--- src/xbrs_pkg.sv ---
// ----------------------------------------------------------------------------
// xbrs_pkg: shared types and constants of the bounded random source
// Mode codes, splitmix64 constants, the xorshift step and divider sizing.
// ----------------------------------------------------------------------------
package xbrs_pkg;

  typedef logic [63:0] word_t;
  typedef logic [2:0]  mode_t;
  typedef logic [3:0][1:0] perm_t;

  localparam mode_t ModeReseed  = 3'd0;
  localparam mode_t ModeRaw     = 3'd1;
  localparam mode_t ModeBounded = 3'd2;
  localparam mode_t ModeFrac    = 3'd3;
  localparam mode_t ModeShuffle = 3'd4;

  localparam word_t GoldenInc = 64'h9e37_79b9_7f4a_7c15;
  localparam word_t MixMulA   = 64'hbf58_476d_1ce4_e5b9;
  localparam word_t MixMulB   = 64'h94d0_49bb_1331_11eb;
  localparam word_t GenReset  = 64'he220_a839_7b1d_cdaf;

  localparam int unsigned RemSteps = 33;
  localparam int unsigned RemCntW  = $clog2(RemSteps);

  function automatic word_t xs_step(input word_t s);
    word_t t;
    t = s ^ (s << 13);
    t = t ^ (t >> 7);
    t = t ^ (t << 17);
    return t;
  endfunction

endpackage

--- src/xorshift_bounded_random_source_top.sv ---
// Reseed runs the splitmix64 mix through the shared multiplier; a bounded integer
// draws again after each rejected draw; a shuffle takes three bounded draws.
// A bound of 0 or 1 and the unused modes return zero without a draw.
// One item at a time; the next transfer can be taken while a result waits.
// Reset loads the generator with the splitmix64 mix of seed zero.
// ----------------------------------------------------------------------------
// xorshift_bounded_random_source_top: xorshift64 random source
// Sequencer around a shared multiplier and remainder unit.
// ----------------------------------------------------------------------------
module xorshift_bounded_random_source_top (
  input  logic             clk_i,
  input  logic             rst_ni,
  input  logic             valid_i,
  output logic             stall_o,
  input  xbrs_pkg::mode_t  mode_i,
  input  xbrs_pkg::word_t  seed_value_i,
  input  logic [31:0]      bound_i,
  output logic             valid_o,
  input  logic             stall_i,
  output xbrs_pkg::word_t  value_o
);
  import xbrs_pkg::*;

  localparam logic [3:0] SIdle  = 4'd0;
  localparam logic [3:0] SMixA  = 4'd1;
  localparam logic [3:0] SMixAW = 4'd2;
  localparam logic [3:0] SMixB  = 4'd3;
  localparam logic [3:0] SMixBW = 4'd4;
  localparam logic [3:0] SCut   = 4'd5;
  localparam logic [3:0] SCutW  = 4'd6;
  localparam logic [3:0] SDraw  = 4'd7;
  localparam logic [3:0] SModW  = 4'd8;
  localparam logic [3:0] SDone  = 4'd9;

  logic [3:0]  state_q, state_d;
  word_t       gen_q, gen_d;
  word_t       z_q, z_d;
  word_t       res_q, res_d;
  logic [31:0] lim_q, lim_d;
  logic [32:0] cut_q, cut_d;
  logic [1:0]  idx_q, idx_d;
  logic        shuf_q, shuf_d;
  perm_t       perm_q, perm_d;
  logic        out_valid_q, out_valid_d;
  word_t       out_value_q, out_value_d;

  word_t       gen_next;
  perm_t       perm_sw;
  logic [1:0]  pick;
  logic        mul_start, mul_done;
  word_t       mul_a, mul_b, mul_prod;
  logic        rem_start, rem_done;
  logic [32:0] rem_dvd;
  logic [31:0] rem_out;

  xbrs_mul u_mul (
    .clk_i     (clk_i),
    .rst_ni    (rst_ni),
    .start_i   (mul_start),
    .a_i       (mul_a),
    .b_i       (mul_b),
    .done_o    (mul_done),
    .product_o (mul_prod)
  );

  xbrs_rem u_rem (
    .clk_i       (clk_i),
    .rst_ni      (rst_ni),
    .start_i     (rem_start),
    .dividend_i  (rem_dvd),
    .divisor_i   (lim_q),
    .done_o      (rem_done),
    .remainder_o (rem_out)
  );

  always_comb begin
    state_d     = state_q;
    gen_d       = gen_q;
    z_d         = z_q;
    res_d       = res_q;
    lim_d       = lim_q;
    cut_d       = cut_q;
    idx_d       = idx_q;
    shuf_d      = shuf_q;
    perm_d      = perm_q;
    out_valid_d = out_valid_q;
    out_value_d = out_value_q;
    mul_start   = 1'b0;
    mul_a       = z_q ^ (z_q >> 30);
    mul_b       = MixMulA;
    rem_start   = 1'b0;
    rem_dvd     = {1'b1, 32'b0};
    gen_next    = xs_step(gen_q);
    pick        = rem_out[1:0];
    perm_sw     = perm_q;
    perm_sw[idx_q] = perm_q[pick];
    perm_sw[pick]  = perm_q[idx_q];

    if (out_valid_q && !stall_i) begin
      out_valid_d = 1'b0;
    end

    unique case (state_q)
      SIdle: begin
        if (valid_i) begin
          case (mode_i)
            ModeReseed: begin
              z_d     = seed_value_i + GoldenInc;
              state_d = SMixA;
            end
            ModeRaw: begin
              gen_d   = gen_next;
              res_d   = gen_next;
              state_d = SDone;
            end
            ModeFrac: begin
              gen_d   = gen_next;
              res_d   = gen_next >> 11;
              state_d = SDone;
            end
            ModeBounded: begin
              if (bound_i <= 32'd1) begin
                res_d   = '0;
                state_d = SDone;
              end else begin
                lim_d   = bound_i;
                shuf_d  = 1'b0;
                state_d = SCut;
              end
            end
            ModeShuffle: begin
              lim_d   = 32'd4;
              idx_d   = 2'd3;
              shuf_d  = 1'b1;
              perm_d  = {2'd3, 2'd2, 2'd1, 2'd0};
              state_d = SCut;
            end
            default: begin
              res_d   = '0;
              state_d = SDone;
            end
          endcase
        end
      end
      SMixA: begin
        mul_start = 1'b1;
        state_d   = SMixAW;
      end
      SMixAW: begin
        if (mul_done) begin
          z_d     = mul_prod;
          state_d = SMixB;
        end
      end
      SMixB: begin
        mul_start = 1'b1;
        mul_a     = z_q ^ (z_q >> 27);
        mul_b     = MixMulB;
        state_d   = SMixBW;
      end
      SMixBW: begin
        if (mul_done) begin
          gen_d   = mul_prod ^ (mul_prod >> 31);
          res_d   = mul_prod ^ (mul_prod >> 31);
          state_d = SDone;
        end
      end
      SCut: begin
        rem_start = 1'b1;
        state_d   = SCutW;
      end
      SCutW: begin
        if (rem_done) begin
          cut_d   = {1'b1, 32'b0} - {1'b0, rem_out};
          state_d = SDraw;
        end
      end
      SDraw: begin
        gen_d = gen_next;
        if ({1'b0, gen_next[31:0]} < cut_q) begin
          rem_start = 1'b1;
          rem_dvd   = {1'b0, gen_next[31:0]};
          state_d   = SModW;
        end
      end
      SModW: begin
        if (rem_done) begin
          if (shuf_q) begin
            perm_d = perm_sw;
            if (idx_q == 2'd1) begin
              res_d   = {56'b0, perm_sw};
              state_d = SDone;
            end else begin
              lim_d   = {30'b0, idx_q};
              idx_d   = idx_q - 2'd1;
              state_d = SCut;
            end
          end else begin
            res_d   = {32'b0, rem_out};
            state_d = SDone;
          end
        end
      end
      SDone: begin
        if (!out_valid_q || !stall_i) begin
          out_valid_d = 1'b1;
          out_value_d = res_q;
          state_d     = SIdle;
        end
      end
      default: state_d = SIdle;
    endcase
  end

  always_ff @(posedge clk_i or negedge rst_ni) begin
    if (!rst_ni) begin
      state_q     <= SIdle;
      gen_q       <= GenReset;
      out_valid_q <= 1'b0;
    end else begin
      state_q     <= state_d;
      gen_q       <= gen_d;
      out_valid_q <= out_valid_d;
    end
  end

  always_ff @(posedge clk_i) begin
    z_q         <= z_d;
    res_q       <= res_d;
    lim_q       <= lim_d;
    cut_q       <= cut_d;
    idx_q       <= idx_d;
    shuf_q      <= shuf_d;
    perm_q      <= perm_d;
    out_value_q <= out_value_d;
  end

  assign stall_o = (state_q != SIdle);
  assign valid_o = out_valid_q;
  assign value_o = out_value_q;

endmodule

--- src/xbrs_mul.sv ---
// ----------------------------------------------------------------------------
// xbrs_mul: iterative 64-bit multiplier, low half of the product
// One 32x32 multiplier forms three partial products in turn.
// ----------------------------------------------------------------------------
module xbrs_mul (
  input  logic             clk_i,
  input  logic             rst_ni,
  input  logic             start_i,
  input  xbrs_pkg::word_t  a_i,
  input  xbrs_pkg::word_t  b_i,
  output logic             done_o,
  output xbrs_pkg::word_t  product_o
);
  import xbrs_pkg::*;

  logic        busy_q, busy_d;
  logic [1:0]  phase_q, phase_d;
  word_t       a_q, a_d, b_q, b_d;
  word_t       prod_q, prod_d;
  word_t       acc_q, acc_d;
  logic [31:0] op_a, op_b;

  always_comb begin
    busy_d  = busy_q;
    phase_d = phase_q;
    a_d     = a_q;
    b_d     = b_q;
    acc_d   = acc_q;
    op_a    = a_q[31:0];
    op_b    = b_q[31:0];
    case (phase_q)
      2'd1:    op_b = b_q[63:32];
      2'd2:    op_a = a_q[63:32];
      default: op_b = b_q[31:0];
    endcase
    prod_d = op_a * op_b;
    if (busy_q) begin
      phase_d = phase_q + 2'd1;
      case (phase_q)
        2'd1:    acc_d = prod_q;
        2'd2:    acc_d = acc_q + {prod_q[31:0], 32'b0};
        2'd3:    busy_d = 1'b0;
        default: acc_d = acc_q;
      endcase
    end
    if (start_i) begin
      busy_d  = 1'b1;
      phase_d = 2'd0;
      a_d     = a_i;
      b_d     = b_i;
    end
  end

  always_ff @(posedge clk_i or negedge rst_ni) begin
    if (!rst_ni) begin
      busy_q  <= 1'b0;
      phase_q <= 2'd0;
    end else begin
      busy_q  <= busy_d;
      phase_q <= phase_d;
    end
  end

  always_ff @(posedge clk_i) begin
    a_q    <= a_d;
    b_q    <= b_d;
    prod_q <= prod_d;
    acc_q  <= acc_d;
  end

  assign done_o    = busy_q && (phase_q == 2'd3);
  assign product_o = acc_q + {prod_q[31:0], 32'b0};

endmodule

--- src/xbrs_rem.sv ---
// ----------------------------------------------------------------------------
// xbrs_rem: iterative remainder unit
// Restoring division of a 33-bit dividend by a 32-bit divisor, one bit a cycle.
// ----------------------------------------------------------------------------
module xbrs_rem (
  input  logic        clk_i,
  input  logic        rst_ni,
  input  logic        start_i,
  input  logic [32:0] dividend_i,
  input  logic [31:0] divisor_i,
  output logic        done_o,
  output logic [31:0] remainder_o
);
  import xbrs_pkg::*;

  logic               busy_q, busy_d;
  logic               done_q, done_d;
  logic [RemCntW-1:0] cnt_q, cnt_d;
  logic [32:0]        dvd_q, dvd_d;
  logic [31:0]        div_q, div_d;
  logic [31:0]        rem_q, rem_d;
  logic [32:0]        trial;

  always_comb begin
    busy_d = busy_q;
    done_d = 1'b0;
    cnt_d  = cnt_q;
    dvd_d  = dvd_q;
    div_d  = div_q;
    rem_d  = rem_q;
    trial  = {rem_q, dvd_q[32]};
    if (busy_q) begin
      dvd_d = {dvd_q[31:0], 1'b0};
      if (trial >= {1'b0, div_q}) begin
        rem_d = 32'(trial - {1'b0, div_q});
      end else begin
        rem_d = trial[31:0];
      end
      cnt_d = cnt_q - 1'b1;
      if (cnt_q == '0) begin
        busy_d = 1'b0;
        done_d = 1'b1;
      end
    end
    if (start_i) begin
      busy_d = 1'b1;
      cnt_d  = RemCntW'(RemSteps - 1);
      dvd_d  = dividend_i;
      div_d  = divisor_i;
      rem_d  = '0;
    end
  end

  always_ff @(posedge clk_i or negedge rst_ni) begin
    if (!rst_ni) begin
      busy_q <= 1'b0;
      done_q <= 1'b0;
      cnt_q  <= '0;
    end else begin
      busy_q <= busy_d;
      done_q <= done_d;
      cnt_q  <= cnt_d;
    end
  end

  always_ff @(posedge clk_i) begin
    dvd_q <= dvd_d;
    div_q <= div_d;
    rem_q <= rem_d;
  end

  assign done_o      = done_q;
  assign remainder_o = rem_q;

endmodule
--- config.mk ---
export PLATFORM = sky130hd
export DESIGN_NAME = xorshift_bounded_random_source_top
export DESIGN_NICKNAME = d
export VERILOG_FILES = /design/src/xbrs_pkg.sv /design/src/xorshift_bounded_random_source_top.sv /design/src/xbrs_mul.sv /design/src/xbrs_rem.sv
export SDC_FILE = /design/constraint.sdc
export NUM_CORES = 2
export LEC_CHECK = 0
export BUFFER_PORTS_ARGS = -buffer_cell sky130_fd_sc_hd__clkbuf_2
export CORE_MARGIN = 2
export CORE_UTILIZATION = 42
export DETAILED_ROUTE_END_ITERATION = 12
export GPL_ROUTABILITY_DRIVEN = 0
export PLACE_DENSITY = 0.54
export RECOVER_POWER = 100
export SLEW_MARGIN = 10
export SYNTH_ARGS = -nofsm -noshare
export SYNTH_HDL_FRONTEND = slang
export SYNTH_SLANG_ARGS = --single-unit
--- constraint.sdc ---
create_clock -name clk_i -period 10.85 [get_ports clk_i]
set_input_delay 2.17 -clock clk_i [delete_from_list [all_inputs] [get_ports clk_i]]
set_output_delay 2.17 -clock clk_i [all_outputs]
set_load 0.05 [all_outputs]
==> flow_summary.html <==
<table>
<tr><th>Metric</th><th>Value</th></tr>
<tr><th colspan="2">Flow run</th></tr>
<tr><td>Max-cap violation count</td><td>23</td></tr>
<tr><th colspan="2">Route</th></tr>
<tr><td>Total vias in the final route</td><td>~45000</td></tr>
<tr><td>Total routed wirelength</td><td>roughly 210000 um</td></tr>
<tr><td>Routed wire length per instance</td><td>25.8 um</td></tr>
<tr><td>Via density per instance</td><td>5.50</td></tr>
<tr><td>Post-route ant nets</td><td>0</td></tr>
<tr><td>Post-route DRC violation count</td><td>0</td></tr>
<tr><td>Number of DRC violations after detailed-routing iteration 0</td><td>4781</td></tr>
<tr><td>Router iterations before antenna repair</td><td>8</td></tr>
<tr><th colspan="2">Final layout</th></tr>
<tr><td>Number of antenna cells inserted</td><td>0</td></tr>
<tr><td>Total Nets Final</td><td>7606</td></tr>
<tr><td>Filler cells</td><td>14200</td></tr>
<tr><td>Non-Filler Instances</td><td>8223</td></tr>
<tr><td>Relative area change from synthesis to final layout</td><td>8.46%</td></tr>
<tr><td>Fraction of layout cells with a size suffix above 1</td><td>0.0637</td></tr>
<tr><th colspan="2">Clock tree</th></tr>
<tr><td>Hold-fix buffer count after cts</td><td>0</td></tr>
<tr><td>H-Tree Depth</td><td>3</td></tr>
<tr><td>CTS Root Cell</td><td>sky130_fd_sc_hd__clkbuf_16</td></tr>
<tr><td>Clk_lat worst skew</td><td>0.68 ns</td></tr>
<tr><td>Clock Pin Slew Worst Setup and Hold Paths</td><td>0.06 ns</td></tr>
<tr><td>Max clock buf depth</td><td>3</td></tr>
<tr><td>CTS resizes</td><td>0</td></tr>
<tr><td>Number of clock sinks seen by CTS</td><td>639</td></tr>
<tr><td>CTS Buf Count</td><td>approximately 70</td></tr>
<tr><td>Postcts setup bufs</td><td>0</td></tr>
<tr><td>Clock tree from TritonCTS</td><td>done</td></tr>
<tr><th colspan="2">Setup path</th></tr>
<tr><td>First element of the critical path</td><td>u_mul.phase_q[0]$_DFFE_PN0P_</td></tr>
<tr><td>Worst path slowest cell</td><td>sky130_fd_sc_hd__mux2i_1</td></tr>
<tr><td>Data arrival time of the critical path</td><td>~11 ns</td></tr>
<tr><td>Kind of end point of the critical path</td><td>flop</td></tr>
<tr><td>Start of the worst register-to-register path</td><td>u_mul.phase_q[0]$_DFFE_PN0P_</td></tr>
<tr><td>Most numerous cell on the critical path</td><td>sky130_fd_sc_hd__fa_1</td></tr>
<tr><td>Endpoint of the worst setup timing path</td><td>u_mul.prod_q[58]$_DFF_P_</td></tr>
<tr><td>Worst setup SP type</td><td>flop</td></tr>
<tr><td>Setup slack on the worst flop-to-flop path</td><td>between 0.5 and 0.6 ns</td></tr>
<tr><td>Capture instance of the worst register-to-register path</td><td>u_mul.prod_q[58]$_DFF_P_</td></tr>
<tr><td>Worst-path fanout max</td><td>27</td></tr>
<tr><td>Crit path kind</td><td>reg -&gt; reg</td></tr>
<tr><td>Data required time at the worst endpoint</td><td>between 10 and 15 ns</td></tr>
<tr><td>Max incr delay on CP</td><td>about 0.9 ns</td></tr>
<tr><td>Depth of the worst register-to-register path</td><td>25</td></tr>
<tr><th colspan="2">STA</th></tr>
<tr><td>Final setup violation count</td><td>0</td></tr>
<tr><td>Max_slew headroom</td><td>-1.84</td></tr>
<tr><td>Setup repair after global routing missed its margin</td><td>no</td></tr>
<tr><td>Period utilization</td><td>0.952</td></tr>
<tr><td>Worst clock skew</td><td>approximately 0.058 ns</td></tr>
<tr><td>Highest achievable clock rate</td><td>96.8 MHz</td></tr>
<tr><td>Final number of max-transition violations</td><td>1238</td></tr>
<tr><td>Worst Max-Slew Pin Slew</td><td>about 4.3 ns</td></tr>
<tr><td>Number of failing hold endpoints at the final stage</td><td>0</td></tr>
<tr><td>Final worst path period need</td><td>10.33 ns</td></tr>
<tr><td>Total negative setup slack</td><td>0 ns</td></tr>
<tr><th colspan="2">Status</th></tr>
<tr><td>Failing checks</td><td>max-capacitance violations, max-slew violations</td></tr>
<tr><td>Outcome</td><td>finished, violations left</td></tr>
<tr><th colspan="2">Synth</th></tr>
<tr><td>Cells after synthesis</td><td>6131</td></tr>
<tr><td>Number of synthesized flops with an enable pin</td><td>463</td></tr>
<tr><td>Net count of the mapped netlist</td><td>between 7000 and 8000</td></tr>
<tr><td>Portion of the post-synthesis area used by sequential elements</td><td>0.287</td></tr>
<tr><td>Synth Flop Type</td><td>sky130_fd_sc_hd__edfxtp_1</td></tr>
<tr><td>Mean instance size in the synthesized netlist</td><td>10.2 um2</td></tr>
<tr><td>Combined area of all synthesized cells</td><td>62300 um2</td></tr>
<tr><td>Post-synthesis register bit count</td><td>639</td></tr>
<tr><td>Synth async-reset ratio</td><td>0.125</td></tr>
<tr><td>Count of yosys warnings during synthesis</td><td>0</td></tr>
<tr><td>Yosys cell types</td><td>78</td></tr>
<tr><th colspan="2">Power and ir drop</th></tr>
<tr><td>Total power per unit cell area</td><td>~80 nW/um2</td></tr>
<tr><td>Pleak</td><td>0.0310 uW</td></tr>
<tr><td>Maximum ir drop on the vdd rail</td><td>slightly above 0.0001 V</td></tr>
<tr><th colspan="2">GRT</th></tr>
<tr><td>Met2 capacity usage during global routing</td><td>0.411</td></tr>
<tr><td>Met1 track demand over resource in global routing</td><td>0.412</td></tr>
<tr><td>Largest net degree at the start of global routing</td><td>84</td></tr>
<tr><td>Busiest grt layer</td><td>met1</td></tr>
<tr><td>Met3 track demand over resource in global routing</td><td>0.0488</td></tr>
<tr><td>Total congestion overflow after global routing</td><td>0</td></tr>
<tr><td>Wire length of the first global-routing pass</td><td>309000 um</td></tr>
<tr><td>GRT Overall Usage</td><td>0.279</td></tr>
<tr><td>Number of antenna violations at the first check in global routing</td><td>5</td></tr>
<tr><td>Number of global-route vias before repair</td><td>45600</td></tr>
<tr><th colspan="2">Floorplan</th></tr>
<tr><td>Die Height</td><td>389 um</td></tr>
<tr><td>I/O pin count</td><td>~170</td></tr>
<tr><td>Row count</td><td>141</td></tr>
<tr><td>Total die area</td><td>~150000 um2</td></tr>
<tr><td>Effective utilization at floorplan</td><td>0.422</td></tr>
<tr><td>Core area</td><td>approximately 150000 um2</td></tr>
<tr><td>Die width</td><td>389 um</td></tr>
<tr><th colspan="2">Placed design</th></tr>
<tr><td>Port Buf Inserts</td><td>168</td></tr>
<tr><td>Placed cells</td><td>8098</td></tr>
<tr><td>Half-perimeter wire length after detailed placement</td><td>roughly 180000 um</td></tr>
<tr><th colspan="2">Min path</th></tr>
<tr><td>Hold Crit Class</td><td>reg -&gt; reg</td></tr>
</table>
## cell usage in the layout, fill, tap and decap left out, drive strengths merged, types with 98 or more instances in the layout
cell type  instances
inv             1112
a21o              98
xor2             133
edfxtp           463
clkbuf           284
o21ai            285
a21oi            299
nor2             444
fa               830
ha               435
xnor2            317
nand2            521
## through the flow
| stage | util | total power, uW | hold WS [ns] | worst slack [ns] | cell area (um2) |
|---|---|---|---|---|---|
| detailed placement | 0.444 | 3090 | 0.405 | 0.777 | 65500 |
| floorplan | - | 2910 | 0.400 | 1.99 | 62300 |
| global placement | 0.444 | 3090 | 0.403 | 0.851 | 65500 |
| global route | 0.458 | 5650 | 0.421 | 0.202 | 67600 |
| finish | 0.458 | 5490 | 0.408 | 0.522 | 67600 |
| CTS | 0.460 | 5530 | 0.411 | 0.710 | 67800 |
## kinds of logic after synthesis
logic type,share of synthesized area
simple gates,0.0960
buf+inv,0.0797
fa+ha+maj,0.354
compound gates,0.0935
flops,0.287
xor+xnor,0.0633
mux,0.0265
## report_power, final
group	leakage [uW]	internal, uW	switching (uW)	total, uW
logic	0.0243	159	275	434
clock network	0.00111	1390	1050	2430
registers	0.00563	2610	13.7	2620
## worst min-delay path by stage
stage / start / cells after the start / end / slack (ns)
6_report: res_q[33]$_DFFE_PP_ / 0 / value_o[33]$_DFFE_PP_ / 0.41
4_1_cts: res_q[33]$_DFFE_PP_ / 0 / value_o[33]$_DFFE_PP_ / 0.41
5_1_grt: res_q[13]$_DFFE_PP_ / 0 / value_o[13]$_DFFE_PP_ / 0.42
3_5_place_dp: lim_q[7]$_SDFFCE_PP0P_ / 0 / u_rem.div_q[7]$_DFFE_PP_ / 0.40
3_3_place_gp: res_q[8]$_DFFE_PP_ / 0 / value_o[8]$_DFFE_PP_ / 0.40
2_1_floorplan: lim_q[0]$_DFFE_PP_ / 0 / u_rem.div_q[0]$_DFFE_PP_ / 0.40
## metal layers
layer | up-vias | wire [um]
met1 | 22700 | 94300
met5 | - | 62
met4 | 8 | 8630
met2 | 2091 | 90800
met3 | 332 | 18000
li1 | 20200 | -
## worst max-delay path, delay by kind of cell, from the launching register on
kind | cells | cell delay [ns]
AO/OA/AOI/OAI | 4 | 1.42
XOR/XNOR | 1 | 0.15
adder cells (fa/ha/maj) | 10 | 5.04
buffers and inverters | 5 | 1.07
flip-flops | 1 | 0.46
multiplexers | 1 | 0.88
AND/OR/NAND/NOR | 4 | 1.11
## final cells by class
cell class,count,area [um2],share of cell area
clock buffers,92,1850,0.0274
clock inverters,33,435,0.00645
inverters,1108,4160,0.0616
multi-input cells,4170,39500,0.585
flip-flops and latches,639,17900,0.265
well taps,1930,2410,0.0357
repair buffers,251,1300,0.0192
## flip-flops by register name (all words and copies together), names as in the netlist, 2 cells and up
| name | flops |
|---|---|
| u_rem.remainder_o | 32 |
| cut_q | 33 |
| u_mul.phase_q | 2 |
| z_q | 64 |
| lim_q | 32 |
| u_mul.a_q | 64 |
| u_rem.cnt_q | 6 |
| u_mul.b_q | 2 |
| res_q | 64 |
| perm_q | 8 |
| state_q | 4 |
| u_mul.prod_q | 64 |
| u_rem.dvd_q | 33 |
| idx_q | 2 |
| u_rem.div_q | 32 |
| u_mul.acc_q | 64 |
| gen_q | 64 |
| value_o | 64 |
## synthesized netlist by cell type, types with 25 or more instances
master / count / area share
sky130_fd_sc_hd__a31oi_1: 38 / 0.0038
sky130_fd_sc_hd__nor3_1: 53 / 0.0043
sky130_fd_sc_hd__clkbuf_1: 187 / 0.011
sky130_fd_sc_hd__nand2_1: 521 / 0.031
sky130_fd_sc_hd__xnor2_1: 317 / 0.045
sky130_fd_sc_hd__a21oi_1: 299 / 0.024
sky130_fd_sc_hd__a211oi_1: 31 / 0.0037
sky130_fd_sc_hd__dfxtp_1: 96 / 0.031
sky130_fd_sc_hd__mux2_2: 61 / 0.011
sky130_fd_sc_hd__buf_1: 25 / 0.0015
sky130_fd_sc_hd__nand4_1: 31 / 0.0031
sky130_fd_sc_hd__fa_1: 830 / 0.27
sky130_fd_sc_hd__o21ai_0: 278 / 0.022
sky130_fd_sc_hd__o21a_1: 34 / 0.0041
sky130_fd_sc_hd__nor2_1: 444 / 0.027
sky130_fd_sc_hd__mux2i_1: 87 / 0.014
sky130_fd_sc_hd__a21o_1: 98 / 0.012
sky130_fd_sc_hd__xor2_1: 133 / 0.019
sky130_fd_sc_hd__nand3_1: 46 / 0.0037
sky130_fd_sc_hd__nor2b_1: 55 / 0.0055
sky130_fd_sc_hd__ha_1: 435 / 0.087
sky130_fd_sc_hd__dfrtp_1: 47 / 0.019
sky130_fd_sc_hd__inv_1: 1106 / 0.067
sky130_fd_sc_hd__and3_1: 64 / 0.0064
sky130_fd_sc_hd__edfxtp_1: 463 / 0.22
sky130_fd_sc_hd__dfstp_2: 33 / 0.014
Power figures use the tool's default switching activity.
